### src/design/length_prefixed_frame_deframer_macros.svh
// Assertion macros shared by the deframer modules.
`ifndef LENGTH_PREFIXED_FRAME_DEFRAMER_MACROS_SVH
`define LENGTH_PREFIXED_FRAME_DEFRAMER_MACROS_SVH
`ifndef SYNTHESIS
`define LPFD_ASSERT(label, cond, msg) \
  label: assert property (@(posedge clk) disable iff (!rst_n) (cond)) else $error(msg);
`define LPFD_ASSERT_IMP(label, ante, cons, msg) \
  label: assert property (@(posedge clk) disable iff (!rst_n) (ante) |-> (cons)) \
    else $error(msg);
`define LPFD_ASSERT_NXT(label, ante, cons, msg) \
  label: assert property (@(posedge clk) disable iff (!rst_n) (ante) |=> (cons)) \
    else $error(msg);
`else
`define LPFD_ASSERT(label, cond, msg)
`define LPFD_ASSERT_IMP(label, ante, cons, msg)
`define LPFD_ASSERT_NXT(label, ante, cons, msg)
`endif
`endif

### src/design/lpfd_pkg.sv
// Shared types and constants for the length-prefixed frame deframer.
package lpfd_pkg;

  localparam int unsigned QUEUE_DEPTH_DEF = 4;
  localparam logic [31:0] HEADER_BYTES = 32'd8;

  localparam logic [1:0] KIND_HEADER  = 2'd0;
  localparam logic [1:0] KIND_PAYLOAD = 2'd1;
  localparam logic [1:0] KIND_ERROR   = 2'd2;

  // Byte classes handed from the front end to the back end.
  typedef enum logic [2:0] {
    CMD_LEN,
    CMD_LEN_ERR,
    CMD_TYPE,
    CMD_ID,
    CMD_HDR,
    CMD_PAY,
    CMD_PAY_LAST
  } cmd_t;

  typedef struct packed {
    cmd_t       cmd;
    logic [7:0] data;
  } q_entry_t;

endpackage

### src/design/lpfd_front.sv
// Front end: accepts stream bytes, tracks frame position, tags each byte.
module lpfd_front (
  input  logic               clk,
  input  logic               rst_n,
  input  logic               in_valid,
  output logic               in_ready,
  input  logic [7:0]         in_rx_byte,
  output logic               push_valid,
  input  logic               push_ready,
  output lpfd_pkg::q_entry_t push_entry
);

  typedef enum logic [1:0] {
    PH_LEN,
    PH_TYPE,
    PH_ID,
    PH_PAY
  } phase_t;

  phase_t      phase_r, phase_nxt;
  logic [1:0]  cnt_r, cnt_nxt;
  logic [31:0] len_r, len_nxt;
  logic [31:0] rem_r, rem_nxt;
  logic [31:0] plen;
  lpfd_pkg::cmd_t cmd;
  logic        take;

  assign take       = in_valid && push_ready;
  assign in_ready   = push_ready;
  assign push_valid = in_valid;
  assign push_entry = '{cmd: cmd, data: in_rx_byte};
  assign plen       = len_r - lpfd_pkg::HEADER_BYTES;

  always_comb begin
    phase_nxt = phase_r;
    cnt_nxt   = cnt_r + 2'd1;
    len_nxt   = len_r;
    rem_nxt   = rem_r;
    cmd       = lpfd_pkg::CMD_LEN;
    case (phase_r)
      PH_LEN: begin
        len_nxt = {len_r[23:0], in_rx_byte};
        if (cnt_r == 2'd3) begin
          // length below eight: flag it and read a fresh length
          if (len_nxt[31:3] == 29'd0) begin
            cmd = lpfd_pkg::CMD_LEN_ERR;
          end else begin
            phase_nxt = PH_TYPE;
          end
        end
      end
      PH_TYPE: begin
        cmd = lpfd_pkg::CMD_TYPE;
        if (cnt_r == 2'd3) begin
          phase_nxt = PH_ID;
        end
      end
      PH_ID: begin
        cmd = lpfd_pkg::CMD_ID;
        if (cnt_r == 2'd3) begin
          cmd       = lpfd_pkg::CMD_HDR;
          rem_nxt   = plen;
          phase_nxt = (plen == 32'd0) ? PH_LEN : PH_PAY;
        end
      end
      PH_PAY: begin
        cnt_nxt = 2'd0;
        rem_nxt = rem_r - 32'd1;
        if (rem_r == 32'd1) begin
          cmd       = lpfd_pkg::CMD_PAY_LAST;
          phase_nxt = PH_LEN;
        end else begin
          cmd = lpfd_pkg::CMD_PAY;
        end
      end
      default: begin
        phase_nxt = PH_LEN;
      end
    endcase
  end

  always_ff @(posedge clk) begin
    if (!rst_n) begin
      phase_r <= PH_LEN;
      cnt_r   <= 2'd0;
    end else if (take) begin
      phase_r <= phase_nxt;
      cnt_r   <= cnt_nxt;
    end
    if (take) begin
      len_r <= len_nxt;
      rem_r <= rem_nxt;
    end
  end

endmodule

### src/design/lpfd_queue.sv
// Small FIFO of tagged bytes between front end and back end.
`include "length_prefixed_frame_deframer_macros.svh"
module lpfd_queue #(
  parameter int unsigned DEPTH = lpfd_pkg::QUEUE_DEPTH_DEF
) (
  input  logic               clk,
  input  logic               rst_n,
  input  logic               push_valid,
  output logic               push_ready,
  input  lpfd_pkg::q_entry_t push_entry,
  output logic               pop_valid,
  input  logic               pop_ready,
  output lpfd_pkg::q_entry_t pop_entry
);

  localparam int unsigned PTR_W = (DEPTH > 1) ? $clog2(DEPTH) : 1;
  localparam int unsigned CNT_W = $clog2(DEPTH + 1);
  localparam logic [PTR_W-1:0] PTR_LAST = PTR_W'(DEPTH - 1);
  localparam logic [CNT_W-1:0] CNT_FULL = CNT_W'(DEPTH);

  lpfd_pkg::q_entry_t slot_r [DEPTH];
  logic [PTR_W-1:0] wr_ptr_r, rd_ptr_r;
  logic [CNT_W-1:0] count_r;
  logic push, pop;

  assign push_ready = (count_r != CNT_FULL);
  assign pop_valid  = (count_r != '0);
  assign pop_entry  = slot_r[rd_ptr_r];
  assign push       = push_valid && push_ready;
  assign pop        = pop_valid && pop_ready;

  always_ff @(posedge clk) begin
    if (!rst_n) begin
      wr_ptr_r <= '0;
      rd_ptr_r <= '0;
      count_r  <= '0;
    end else begin
      if (push) begin
        wr_ptr_r <= (wr_ptr_r == PTR_LAST) ? '0 : wr_ptr_r + 1'b1;
      end
      if (pop) begin
        rd_ptr_r <= (rd_ptr_r == PTR_LAST) ? '0 : rd_ptr_r + 1'b1;
      end
      if (push && !pop) begin
        count_r <= count_r + 1'b1;
      end else if (pop && !push) begin
        count_r <= count_r - 1'b1;
      end
    end
    if (push) begin
      slot_r[wr_ptr_r] <= push_entry;
    end
  end

  `LPFD_ASSERT(a_count_range, count_r <= CNT_FULL, "queue count beyond depth")
  `LPFD_ASSERT_NXT(a_count_up, push && !pop, count_r == $past(count_r) + 1'b1,
                   "queue count did not grow on push")
  `LPFD_ASSERT_IMP(a_ptr_gap, count_r == '0 || count_r == CNT_FULL, wr_ptr_r == rd_ptr_r,
                   "pointers disagree with an empty or full queue")

endmodule

### src/design/lpfd_back.sv
// Back end: assembles header words from tagged bytes and drives the results.
`include "length_prefixed_frame_deframer_macros.svh"
module lpfd_back (
  input  logic               clk,
  input  logic               rst_n,
  input  logic               pop_valid,
  output logic               pop_ready,
  input  lpfd_pkg::q_entry_t pop_entry,
  output logic               out_valid,
  input  logic               out_ready,
  output logic [1:0]         out_result_kind,
  output logic [7:0]         out_payload_byte,
  output logic [31:0]        out_message_type,
  output logic [31:0]        out_message_id,
  output logic [31:0]        out_payload_length,
  output logic               out_last_of_message
);

  logic [31:0] len_r, type_r, id_r;
  logic [31:0] len_nxt, type_nxt, id_nxt, plen;
  logic        out_valid_r;
  logic [1:0]  kind_r, kind_nxt;
  logic [7:0]  byte_r, byte_nxt;
  logic [31:0] otype_r, otype_nxt, oid_r, oid_nxt, oplen_r, oplen_nxt;
  logic        last_r, last_nxt;
  logic        produces, pop, load;

  assign plen = len_r - lpfd_pkg::HEADER_BYTES;

  always_comb begin
    len_nxt   = len_r;
    type_nxt  = type_r;
    id_nxt    = id_r;
    produces  = 1'b1;
    kind_nxt  = lpfd_pkg::KIND_PAYLOAD;
    byte_nxt  = 8'd0;
    otype_nxt = type_r;
    oid_nxt   = id_r;
    oplen_nxt = plen;
    last_nxt  = 1'b0;
    case (pop_entry.cmd)
      lpfd_pkg::CMD_LEN: begin
        produces = 1'b0;
        len_nxt  = {len_r[23:0], pop_entry.data};
      end
      lpfd_pkg::CMD_LEN_ERR: begin
        len_nxt   = {len_r[23:0], pop_entry.data};
        kind_nxt  = lpfd_pkg::KIND_ERROR;
        otype_nxt = 32'd0;
        oid_nxt   = 32'd0;
        oplen_nxt = 32'd0;
        last_nxt  = 1'b1;
      end
      lpfd_pkg::CMD_TYPE: begin
        produces = 1'b0;
        type_nxt = {type_r[23:0], pop_entry.data};
      end
      lpfd_pkg::CMD_ID: begin
        produces = 1'b0;
        id_nxt   = {id_r[23:0], pop_entry.data};
      end
      lpfd_pkg::CMD_HDR: begin
        id_nxt   = {id_r[23:0], pop_entry.data};
        kind_nxt = lpfd_pkg::KIND_HEADER;
        oid_nxt  = id_nxt;
        last_nxt = (plen == 32'd0);
      end
      lpfd_pkg::CMD_PAY: begin
        byte_nxt = pop_entry.data;
      end
      lpfd_pkg::CMD_PAY_LAST: begin
        byte_nxt = pop_entry.data;
        last_nxt = 1'b1;
      end
      default: begin
        produces = 1'b0;
      end
    endcase
  end

  // Non-result bytes drain even while a result is held.
  assign pop_ready = !produces || !out_valid_r || out_ready;
  assign pop       = pop_valid && pop_ready;
  assign load      = pop && produces;

  always_ff @(posedge clk) begin
    if (!rst_n) begin
      out_valid_r <= 1'b0;
    end else if (load) begin
      out_valid_r <= 1'b1;
    end else if (out_ready) begin
      out_valid_r <= 1'b0;
    end
    if (pop) begin
      len_r  <= len_nxt;
      type_r <= type_nxt;
      id_r   <= id_nxt;
    end
    if (load) begin
      kind_r  <= kind_nxt;
      byte_r  <= byte_nxt;
      otype_r <= otype_nxt;
      oid_r   <= oid_nxt;
      oplen_r <= oplen_nxt;
      last_r  <= last_nxt;
    end
  end

  assign out_valid           = out_valid_r;
  assign out_result_kind     = kind_r;
  assign out_payload_byte    = byte_r;
  assign out_message_type    = otype_r;
  assign out_message_id      = oid_r;
  assign out_payload_length  = oplen_r;
  assign out_last_of_message = last_r;

  `LPFD_ASSERT_IMP(a_err_fields, out_valid_r && kind_r == lpfd_pkg::KIND_ERROR,
                   otype_r == 32'd0 && oid_r == 32'd0 && oplen_r == 32'd0 && last_r,
                   "error result carries frame fields")
  `LPFD_ASSERT_IMP(a_hdr_last, out_valid_r && kind_r == lpfd_pkg::KIND_HEADER,
                   last_r == (oplen_r == 32'd0), "header last flag wrong")
  `LPFD_ASSERT_IMP(a_byte_zero, out_valid_r && kind_r != lpfd_pkg::KIND_PAYLOAD,
                   byte_r == 8'd0, "payload byte set outside payload result")

endmodule

### src/design/length_prefixed_frame_deframer.sv
// Top level of the length-prefixed frame deframer.
//
// Input channel (in_valid/in_ready/in_rx_byte) takes one stream byte per
// transfer. A frame is a 4-byte big-endian length, a 32-bit type, a 32-bit
// id, then payload; the length counts type, id and payload.
// Output channel (out_valid/out_ready/out_*) gives one header result after
// the last id byte, one result per payload byte (last byte flagged), and
// one framing-error result for a length below eight, after which the next
// four bytes are read as a new length. Other bytes give no result.
// Throughput: one byte per cycle, sustained while out_ready stays high.
// Each byte is registered in the queue, then the back end pops it and
// registers its result in the output register.
// When the receiver stalls, the held result waits in the output register,
// bytes that give no result keep draining, and the queue of QUEUE_DEPTH
// entries fills; in_ready then drops until a result leaves.
// Synchronous reset returns to the length phase with the queue and output
// empty.
module length_prefixed_frame_deframer #(
  parameter int unsigned QUEUE_DEPTH = lpfd_pkg::QUEUE_DEPTH_DEF
) (
  input  logic        clk,
  input  logic        rst_n,
  input  logic        in_valid,
  output logic        in_ready,
  input  logic [7:0]  in_rx_byte,
  output logic        out_valid,
  input  logic        out_ready,
  output logic [1:0]  out_result_kind,
  output logic [7:0]  out_payload_byte,
  output logic [31:0] out_message_type,
  output logic [31:0] out_message_id,
  output logic [31:0] out_payload_length,
  output logic        out_last_of_message
);

  logic               push_valid, push_ready, pop_valid, pop_ready;
  lpfd_pkg::q_entry_t push_entry, pop_entry;

  lpfd_front u_front (
    .clk        (clk),
    .rst_n      (rst_n),
    .in_valid   (in_valid),
    .in_ready   (in_ready),
    .in_rx_byte (in_rx_byte),
    .push_valid (push_valid),
    .push_ready (push_ready),
    .push_entry (push_entry)
  );

  lpfd_queue #(
    .DEPTH (QUEUE_DEPTH)
  ) u_queue (
    .clk        (clk),
    .rst_n      (rst_n),
    .push_valid (push_valid),
    .push_ready (push_ready),
    .push_entry (push_entry),
    .pop_valid  (pop_valid),
    .pop_ready  (pop_ready),
    .pop_entry  (pop_entry)
  );

  lpfd_back u_back (
    .clk                 (clk),
    .rst_n               (rst_n),
    .pop_valid           (pop_valid),
    .pop_ready           (pop_ready),
    .pop_entry           (pop_entry),
    .out_valid           (out_valid),
    .out_ready           (out_ready),
    .out_result_kind     (out_result_kind),
    .out_payload_byte    (out_payload_byte),
    .out_message_type    (out_message_type),
    .out_message_id      (out_message_id),
    .out_payload_length  (out_payload_length),
    .out_last_of_message (out_last_of_message)
  );

endmodule
### config.mk
export PLATFORM = sky130hd
export DESIGN_NAME = length_prefixed_frame_deframer
export DESIGN_NICKNAME = d
export VERILOG_FILES = /design/src/design/lpfd_pkg.sv /design/src/design/lpfd_front.sv /design/src/design/lpfd_queue.sv /design/src/design/lpfd_back.sv /design/src/design/length_prefixed_frame_deframer.sv
export VERILOG_INCLUDE_DIRS = /design/src /design/src/design
export SDC_FILE = /design/constraint.sdc
export NUM_CORES = 1
export LEC_CHECK = 0
export ABC_CLOCK_PERIOD_IN_PS = 5450
export BUFFER_PORTS_ARGS = -buffer_cell sky130_fd_sc_hd__buf_2
export CORE_ASPECT_RATIO = 0.6
export CORE_MARGIN = 5
export CORE_UTILIZATION = 47
export DETAILED_ROUTE_END_ITERATION = 8
export GPL_TIMING_DRIVEN = 0
export PLACE_DENSITY = 0.79
export SLEW_MARGIN = 15
export SYNTH_ARGS = -nofsm -noshare
export SYNTH_HDL_FRONTEND = slang
export SYNTH_SLANG_ARGS = --single-unit
### constraint.sdc
create_clock -name clk -period 5.45 [get_ports clk]
set_input_delay 0.2725 -clock clk [delete_from_list [all_inputs] [get_ports clk]]
set_output_delay 0.2725 -clock clk [all_outputs]
set_load 0.02 [all_outputs]
# ---- Word-level counts from Yosys, hierarchy flattened
# Memory sizes are Yosys's and may differ from the RTL's. A register that Yosys moved wholly into a read port is not among the register bits.
# Cells that the tools add are included.
dict set report word_totals {
  regBits 279
  mem_bits_rw 44
  input_bits 12
  elab_cells 105
  mem_count 1
}
dict set report op_classes {
  add_sub_neg 8
  n_eq_ne 19
  n_mux 29
  reduce_logical 31
}
# name words word_bits rd rd_ports_with_merged_regs wr line
set mem_list {}
lappend mem_list {u_queue.slot_r 4 11 1 1 1 lpfd_queue.sv:21} ;# lpfd_pkg::q_entry_t slot_r [DEPTH];
# cell n
set op_table {}
lappend op_table {{$pmux W32 S2} 2}
lappend op_table {{$logic_not A32 Y1} 2}
lappend op_table {{$sub A32 B4 Y32 const B} 2}
lappend op_table {{$eq A32 B1 Y1 const B} 1}
lappend op_table {{$mux W32} 1}
lappend op_table {{$sub A32 B1 Y32 const B} 1}
lappend op_table {{$logic_not A29 Y1} 1}
lappend op_table {{$mux W2} 12}
lappend op_table {{$mux W3} 4}
lappend op_table {{$pmux W3 S4} 1}
lappend op_table {{$eq A2 B2 Y1 const B} 5}
lappend op_table {{$eq A3 B3 Y1 const B} 3}
lappend op_table {{$ne A2 B1 Y1 const B} 4}
lappend op_table {{$pmux W2 S4} 1}
lappend op_table {{$reduce_and A2 Y1} 4}
lappend op_table {{$reduce_or A2 Y1} 4}
lappend op_table {{$add A2 B1 Y2 const B} 3}
lappend op_table {{$eq A3 B2 Y1 const B} 2}
lappend op_table {{$mux W1} 6}
lappend op_table {{$reduce_and A6 Y1} 1}
lappend op_table {{$reduce_bool A2 Y1} 3}
lappend op_table {{$logic_and A1 B1 Y1} 5}
lappend op_table {{$logic_not A1 Y1} 4}
lappend op_table {{$pmux W2 S2} 1}
lappend op_table {{13 further kinds} 14}

# ---- Longest topological paths before layout
# Gate-level depths: netlist of run 1.
dict set report logic_depth {
  depth_word 10
  depth_mapped 11
  mapped_depth_nobuf 10
}

# ---- Cells and area by module
# A second synthesis of run 1 with hierarchy kept.
dict set report unflattened {
  hier_cells 954
  hier_area_um2 13820.8
}
# module n_inst cells_per_inst area_per_inst_um2 seq_area_each_um2
set modules_own_cells {}
lappend modules_own_cells {lpfd_back 1 460 7807.5 6115.9}
lappend modules_own_cells {lpfd_front 1 386 3950.0 2001.9}
lappend modules_own_cells {lpfd_queue 1 108 2063.2 1501.4}

# ---- Worst setup path after synthesis of run 1
# OpenSTA, ideal clock, no wires.
dict set report synth_timing {
  path_kind {register to register}
  from {reg with a tool-made name}
  to {reg u_back.type_r[0], enable pin}
  setup_time_ps 502
  arrival_ps 4783
  path_slack_ps 165
  path_stages_with_launch 7
  n_path_buf 1
  synth_period_minus_slack_ps 5285
  cell_sequence {dfxtp_1 buf_2 mux4_2 nor2b_1 a21oi_1 o32ai_1 nor4_1}
}
# element line
set synth_lines {}
lappend synth_lines {{to (signal assigned)} lpfd_back.sv:96} ;# type_r <= type_nxt;
lappend synth_lines {{to (decl)} lpfd_back.sv:19} ;# logic [31:0] len_r, type_r, id_r;

==> results of run 1 <==
==> power by group <==
part | switching, mW | internal [mW]
clock | 0.855 | 1.11
combinational | 1.89 | 0.904
sequential | 0.398 | 3.94
total | 3.14 | 5.96
==> logic make-up after synthesis <==
logic type                 Yosys count
and+or+nand+nor                    317
adders and majority gates           13
AOI/OAI and AO/OA                  105
buffers and inverters               48
xor gates and xnor gates            79
muxes                               19
DFF                                325
==> final timing paths <==
kind	to	slack (ps)
setup / recovery	u_queue.count_r[2]	1910
hold / removal	u_queue.slot_r[2][6]	20
setup reg to reg	u_queue.count_r[2]	1910
hold reg to reg	u_back.type_r[19]	440
==> final cells by class <==
cell class	count	area [µm²]	share of cell area
repair buffers	141	828	0.0529
inverters	18	72.6	0.00464
clock inverters	11	126	0.00807
flip-flops and latches	325	9620	0.615
well taps	367	459	0.0293
multi-input cells	533	3670	0.234
clock buffers	38	759	0.0485
plain buffers	30	114	0.00727
diodes	1	2.50	0.000160
==> routing by layer <==
layer	GRT usage	wire length (µm)
met5	0	0
met2	0.261	12400
met3	0.0444	2730
met1	0.281	13800
met4	0.0356	527
==> sequential cells by signal, summed over array words and instances, names as in the netlist, named ones only <==
register / cells
u_back.out_message_type: 32
u_front.len_r: 32
u_back.out_payload_byte: 8
u_back.out_message_id: 32
u_queue.wr_ptr_r: 2
u_back.out_valid: 1
u_queue.slot_r: 44
u_front.cnt_r: 2
u_back.type_r: 32
u_queue.count_r: 3
u_front.phase_r: 2
u_front.rem_r: 32
u_queue.rd_ptr_r: 2
u_back.out_payload_length: 32
u_back.id_r: 32
u_back.out_last_of_message: 1
u_back.len_r: 32
u_back.out_result_kind: 2
==> cells in the mapped netlist, types with 3 or more instances <==
master    instances
a31oi_1           4
edfxtp_1        311
clkbuf_1         25
nor3b_1           3
nand4_1           6
nor4_1           18
nor4b_1           4
xnor2_1          48
nor2b_1          38
dfxtp_1          14
a22o_1           33
nand3_1          10
mux2i_1           8
o21ai_0          16
inv_1            18
buf_1             4
nand2b_1          4
nand3b_1          7
and3_1           15
xor2_1           31
nor3_1           32
nand2_1          47
or4_1             9
ha_1             12
a21oi_1          30
or3_1            15
o41ai_1           4
nor2_1           87
and2_1            5
mux4_2           11
==> cells in the final DEF (no fill, tap or decap), types with 4 or more instances in the layout <==
cell type	count
o21ai_0	16
buf_1	4
nor4_1	17
nor4b_1	4
a22o_1	33
and2_1	5
dlygate4sd3_1	8
ha_1	12
and3_1	14
o41ai_1	4
nand3_1	10
a21oi_1	29
xor2_1	31
buf_6	4
nand2b_1	4
inv_1	17
or4_1	9
a31oi_1	4
mux2i_1	8
or3_1	15
nor2_1	87
nand4_1	6
mux4_2	11
nand3b_1	7
xnor2_1	48
nor3_1	30
nand2_1	47
edfxtp_1	311
clkinv_2	5
clkbuf_16	29
nor2b_1	38
buf_4	5
clkbuf_1	34
buf_2	123
dfxtp_1	14
==> critical path, cell delays in order (launching register included) <==
cell     delay [ps]
dfxtp_1         370
buf_2           360
mux4_2          650
inv_1           140
a21oi_1         120
o32ai_2         450
ha_1            320
inv_1            60
fa_1            370
xor2_1          180
or3_1           300
a21oi_1         150
==> timing repair <==
item	in CTS	in global routing
hold buffers	8	0
endpoints found under the setup margin	0	0
endpoints found under the hold margin	36	0
==> flow_summary.toml, run 1 <==
[floorplanning]
fp.dieW_um = 228
ios = 121
dieArea_um2 = 32200
coreArea_um2 = 27900
die_y_um = 141
initial_utilization = 0.482
rows = 47

[synthesis]
syn_nets = 931
synth_compound_area_frac = 0.0547
yosysSeqAreaShare = 0.716
synth_top_family_by_area = "simple AND/OR/NAND/NOR gates"
synth_enable_flop_cells = 311
synth_seq_cells = 325
synth_xor_xnor_area_share = 0.0515
synth_cell_types = 61
synth_async_sr_flop_share = 0
netlist_area_um2 = 13400
synthCells = 906
yosysTopAreaCellShare = 0.695
synthAdderAreaFrac = 0.0127
synth_area_leader_cell = "edfxtp_1"
yosys_warnings = 0
synthMuxAreaShare = 0.0244
postSynthAreaPerCell_um2 = 14.8
synth.top_cells.by_area = "edfxtp_1, xnor2_1, nor2_1"
yosys.area_share.simple = 0.127
synth_flop_cell = "edfxtp_1"

[final_layout]
design_area_um2 = 15700
final_util = 0.561
drive_above_1_share = 0.183
syn2layout_area_growth_pct = 16.5
instances_no_fill = 1464
fin_nets = 1102
fillers = 2190

[cts]
cts_buffer_depth = 3
h-tree-depth = 1
cts_buffers = 28
clock_latency_ps = 550
cts_tree = "yes"
cts_resized = 0
clock-sinks = 325
cts_setup_buffers = 0
root_buffer = "clkbuf_16"
path_clk_slew_ps = 70

[sta]
tightest_slew_ps = 1090
hold_ws_ps = 24.2
rsz0062_at_grt = "no"
final_max_slew_viol_count = 0
relSlewSlack = 0.267
setup_viol = 0
finalCritPeriodShare = 0.650
setup_tns_ps = 0
worst_slack_ps = 1910
max_freq_mhz = 282
finClkSkew_ps = 11.1
period_minus_slack_ps = 3540
hold_viol = 0

[power]
powerDensity_nw_per_um2 = 581
irDropWorstVdd_mv = 0.356
leakage_nw = 5.39
p_total_mw = 9.10

[routing]
drt-vias-per-instance = 5.63
drt-total-wl_mm = 29.5
antenna_left = 0
drt-initial-drc-count = 875
post_drt_wl_per_cell_um = 20.2
firstDrtPassIters = 8
via_count = 8242
drcViolationCount = 0

[setup_path]
worst-endpoint-required_ps = 5920
ff2ff_path_depth = 11
crit_path_max_fanout = 10
critPathCaptureType = "flop"
criticalPathCategory = "flop to flop"
startpoint_type = "flop"
arrival_ps = 4010

[placement]
gp_congestion = 0.884
pre_cts_slack_ps = 1910
place_area_um2 = 14700
place_inst = 1406
io_buffer_count = 120
dp_hpwl_mm = 20.8

[min_path]
hold_class = "primary input to flop"
worst_hold_path.num_cells = 1
min-delay-start = "in_rx_byte[6]"

[grt]
grt_antenna_before_repair = 0
grt_pass1_vias = 8006
grt_first_pass_wirelength_mm = 46.5
grt_max_degree = 58
gr-total-overflow = 0
grtUsageTotal = 0.180

[job]
maxCapViolCount = 0

[status]
status = "finished clean"
Power figures use the tool's default switching activity.
==> run 2: changes to the inputs <==
ABC_CLOCK_PERIOD_IN_PS = 3500   (was 5450)
PLACE_DENSITY = 0.76   (was 0.79)
clock period = 3.5 ns   (was 5.45 ns; I/O delays follow)
==> run 2 against run 1 <==
  * Sequential share of layout area shrank 0.55 points
  * Via count fell by 1.0%
  * Non-clock buffer count is 1 lower
  * Final cell count rose by 0.14%
  * Clock skew barely moved
  * Register-to-register slack got worse by 1800 ps
  * Combinational power up 61%
  * Worst hold slack gained 160 ps
  * Setup slack got worse by 1800 ps
==> flow_summary.toml, run 2 (synthesis gave the netlist of run 1 again) <==
[status]
status = "finished clean"

[final_layout]
largest_register_ffs = 44
final_cell_mix = "edfxtp_1, buf_2, nor2_1"
drive_above_1_share = 0.193
fin_nets = 1102
antennaDiodeCount = 0
final_util = 0.567
instances_no_fill = 1466
regMostFlops = "u_queue.slot_r"
design_area_um2 = 15800
final_common_cell = "edfxtp_1"
fillers = 2185
syn2layout_area_growth_pct = 17.6

[grt]
grt_max_degree = 42
grt.met1_usage = 0.277
grtUsageTotal = 0.178
grt_first_pass_wirelength_mm = 46.0
gr-total-overflow = 0
grt_antenna_before_repair = 2
grt_pass1_vias = 7949
gr-usage-met3 = 0.0468
busiest_layer = "met1"
met2_usage = 0.261

[min_path]
hold_class = "primary input to flop"

[sta]
max_freq_mhz = 297
finalCritPeriodShare = 0.962
setup_viol = 0
tightest_slew_ps = 1040
hold_viol = 0
rsz0062_at_grt = "no"
final_max_slew_viol_count = 0
period_minus_slack_ps = 3370
hold_ws_ps = 180
finClkSkew_ps = 11.5
relSlewSlack = 0.300

[setup_path]
critPathCaptureType = "flop"
crit_path_max_fanout = 5
r2r_slack_ps = 130
arrival_ps = 3800
startpoint_type = "flop"
criticalPathCategory = "flop to flop"
worst-endpoint-required_ps = 3930

[floorplanning]
initial_utilization = 0.482
fp.dieW_um = 228
dieArea_um2 = 32200
die_y_um = 141
coreArea_um2 = 27900
ios = 121
rows = 47

[placement]
place_area_um2 = 14700
io_buffer_count = 120
place_inst = 1402
dp_hpwl_mm = 20.5
gp_congestion = 0.907

[routing]
antenna_left = 0
post_drt_wl_per_cell_um = 19.9
drt-initial-drc-count = 838
via_count = 8159
drcViolationCount = 0
drt-vias-per-instance = 5.57
firstDrtPassIters = 5
drt-total-wl_mm = 29.2

[power]
switching_power_mw = 4.98
combPwrFrac = 0.312
p_total_mw = 14.4
pwr-share-seq = 0.470
irDropWorstVdd_mv = 0.498
switching_share = 0.347
p_int_mw = 9.38
powerDensity_nw_per_um2 = 909
pwr-share-clk = 0.218
leakage_nw = 5.43

[job]
maxCapViolCount = 0

[cts]
path_clk_slew_ps = 70
cts_buffers = 28
cts_tree = "yes"
cts_buffer_depth = 3
root_buffer = "clkbuf_16"
h-tree-depth = 1
clock_latency_ps = 550
clock-sinks = 325
[run 2: cell types whose count changed in the layout (fill, tap and decap cells not counted), moves of 3 or more]
cell and change:
buf_8 +6, clkbuf_1 -6, clkbuf_8 +5, buf_4 -4, buf_2 -3, buf_6 -3, clkinv_2 +3
[run 2: critical path: stages (launching register included)]
cell and delay (ps):
edfxtp_1 470, inv_1 160, ha_1 300, inv_1 80
or3_1 330, xnor2_1 230, or4bb_1 490, or3_1 350
or4_1 540, o311a_1 300
[run 2: layer usage]
layer,part of all wire,wire (µm)
met5,0,0
met4,0.012,344
met3,0.10,2940
met2,0.43,12500
met1,0.46,13400
[run 2: path summary, 6_finish.rpt]
check | from | endpoint | depth (start not counted)
max reg2reg | u_front.len_r[3] | u_front.phase_r[0] | 9
max | u_front.len_r[3] | u_front.phase_r[0] | 9
min | in_valid | u_front.cnt_r[1] | 4
min reg2reg | u_back.type_r[19] | u_back.type_r[27] | 0
[run 2: stage by stage]
stage,TNS (ps),setup WS [ps]
global placement,-181850,-1110
detailed placement,0,127
floorplan,-24110,-210
CTS,0,119
global route,0,37.9
finish,0,132
[run 2: cell type report]
type,count,area [µm²],share of cell area
multi-input cells,533,3720,0.235
flip-flops and latches,325,9620,0.609
well taps,367,459,0.0291
repair inverters,1,5.00,0.000317
repair buffers,140,862,0.0546
inverters,18,71.3,0.00452
clock inverters,14,126,0.00800
plain buffers,30,125,0.00792
clock buffers,38,810,0.0513
[run 2: power by group through the flow]
stage / Combinational, mW / Sequential (mW) / Clock (mW)
after global routing: 4.83 / 6.89 / 3.39
after floorplan: 1.97 / 7.55 / 0
after global placement: 4.14 / 6.89 / 0
final: 4.48 / 6.75 / 3.13
after CTS: 4.49 / 6.77 / 3.20
after detailed placement: 4.46 / 6.83 / 0
[run 2: timing repair]
action / 4_1_cts / 5_1_grt
hold buffers: 10 / 0
setup buffers: 0 / 1
hold endpoints to repair: 43 / 0
resized for setup: 0 / 0
setup endpoints to repair: 0 / 77
==> run 3: changes to the inputs <==
CELL_PAD_IN_SITES_DETAIL_PLACEMENT = 0   (was unset)
CELL_PAD_IN_SITES_GLOBAL_PLACEMENT = 2   (was unset)
CORE_UTILIZATION = 43   (was 47)
PLACE_DENSITY = 0.91   (was 0.76)
==> run 3 against run 2 <==
  * Clock-buffer cell count decreased by 6
  * Utilization decreased by 5.2 points
  * Critical path depth did not move
  * Combinational power is essentially flat
  * Sequential share of layout area fell by 0.58 points
  * Worst hold slack better by 12 ps
  * Die area is 8.8% higher
  * Via count down 1.9%
  * Final cell count grew 3.8%
  * Clock skew is 2.6 ps lower
==> flow_summary.toml, run 3 (synthesis gave the netlist of run 1 again) <==
[floorplanning]
initial_utilization = 0.434
die_y_um = 147
dieArea_um2 = 35000
fp.dieW_um = 238
coreArea_um2 = 31000
rows = 50
ios = 121

[final_layout]
fillers = 2624
final_util = 0.515
final_cell_mix = "edfxtp_1, buf_2, nor2_1"
final_common_cell = "edfxtp_1"
largest_register_ffs = 44
drive_above_1_share = 0.195
antennaDiodeCount = 0
syn2layout_area_growth_pct = 18.7
fin_nets = 1108
regMostFlops = "u_queue.slot_r"

[setup_path]
critPathSlowestCell = "or4_1"
path_cells = "inv_1, ha_1, inv_1, or3_1, xnor2_1, or4bb_1, or3_1, or4_1, o311a_1"
arrival_ps = 3760
startpoint_type = "flop"
path_delay_family = "simple AND/OR/NAND/NOR gates"
critPathBufInv = 2
worst-endpoint-required_ps = 3940
cpPeakStageDelay_ps = 520
critPathCaptureType = "flop"
criticalPathCategory = "flop to flop"
crit_path_max_fanout = 5

[sta]
worst_slack_ps = 182
tightest_slew_ps = 1070
setup_tns_ps = 0
setup_viol = 0
rsz0062_at_grt = "no"
finClkSkew_ps = 8.89
period_minus_slack_ps = 3320
hold_ws_ps = 191
finalCritPeriodShare = 0.948
relSlewSlack = 0.280
final_max_slew_viol_count = 0
hold_viol = 0
max_freq_mhz = 301

[min_path]
hold_class = "primary input to flop"

[cts]
clock_latency_ps = 550
cts_resized = 0
cts_buffers = 30
path_clk_slew_ps = 70
cts_tree = "yes"
root_buffer = "clkbuf_16"
h-tree-depth = 1
clock-sinks = 325
cts_buffer_depth = 3

[routing]
drt-vias-per-instance = 5.26
drt-total-wl_mm = 29.0
drt-initial-drc-count = 684
antenna_left = 0
firstDrtPassIters = 4
post_drt_wl_per_cell_um = 19.1
via_count = 8003
drcViolationCount = 0

[power]
irDropWorstVdd_mv = 0.383
leakage_nw = 5.46
p_total_mw = 14.4
powerDensity_nw_per_um2 = 904

[status]
status = "finished clean"

[placement]
dp_hpwl_mm = 20.5
pre_cts_slack_ps = 153
io_buffer_count = 120
gp_congestion = 0.865

[grt]
grt_first_pass_wirelength_mm = 45.0
grt_antenna_before_repair = 1
grt_pass1_vias = 7549
gr-total-overflow = 0
grtUsageTotal = 0.161
grt_max_degree = 39

[job]
maxCapViolCount = 0
run 3: cell count changes in the layout (fill, tap and decap cells not counted), moves of 2 or more:
cell / before / now
buf_4: 1 / 6
clkinv_2: 8 / 6
clkbuf_1: 28 / 25
clkbuf_16: 29 / 31
clkbuf_8: 5 / 0
clkinv_1: 2 / 8
clkinvlp_4: 2 / 5
buf_8: 6 / 4
run 3: final timing paths:
check / to / slack [ps] / startpoint / depth (start not counted)
worst min register to register: u_back.type_r[27] / 440 / u_back.type_r[19] / 0
worst max-delay path: u_front.phase_r[0] / 180 / u_front.len_r[3] / 9
worst max register to register: u_front.phase_r[0] / 180 / u_front.len_r[3] / 9
worst min-delay path: u_front.cnt_r[1] / 190 / in_valid / 4
run 3: area by class of cell:
| class | count | area [µm²] | area share |
|---|---|---|---|
| Buffer | 30 | 125 | 0.00785 |
| Clock buffer | 32 | 779 | 0.0489 |
| Clock inverter | 23 | 198 | 0.0124 |
| Inverter | 18 | 71.3 | 0.00447 |
| Multi-Input combinational cell | 533 | 3720 | 0.233 |
| Sequential cell | 325 | 9620 | 0.603 |
| Tap cell | 416 | 520 | 0.0326 |
| Timing Repair Buffer | 145 | 917 | 0.0575 |
run 3: power breakdown:
group / internal (mW) / total [mW] / switching [mW]
Combinational: 1.51 / 4.48 / 2.97
Clock: 1.83 / 3.24 / 1.41
Sequential: 6.12 / 6.70 / 0.580
Total: 9.46 / 14.4 / 4.96
run 3: per-layer routing:
layer | global-route usage | up-vias | part of all wire
met2 | 0.215 | 274 | 0.40
met5 | 0 | - | 0
met1 | 0.270 | 3895 | 0.51
met3 | 0.0403 | 32 | 0.079
li1 | - | 3802 | -
met4 | 0.0232 | 0 | 0.011
run 3: metrics by stage:
step / instance area, µm² / instances
finish: 15900 / 1522
global route: 15900 / 1522
CTS: 15900 / 1516
detailed placement: 14800 / 1451
global placement: 14600 / 1442
floorplan: 13500 / 906
run 3: what timing repair did:
item	4_1_cts	5_1_grt
endpoints found under the setup margin	0	1
hold endpoints to repair	43	0
hold buffers	10	0
buffers inserted	0	6
run 3: worst min-delay path, cell delays in order:
cell and delay (ps):
buf_2 110, nand2_1 220, nand2_1 140, a21oi_1 50
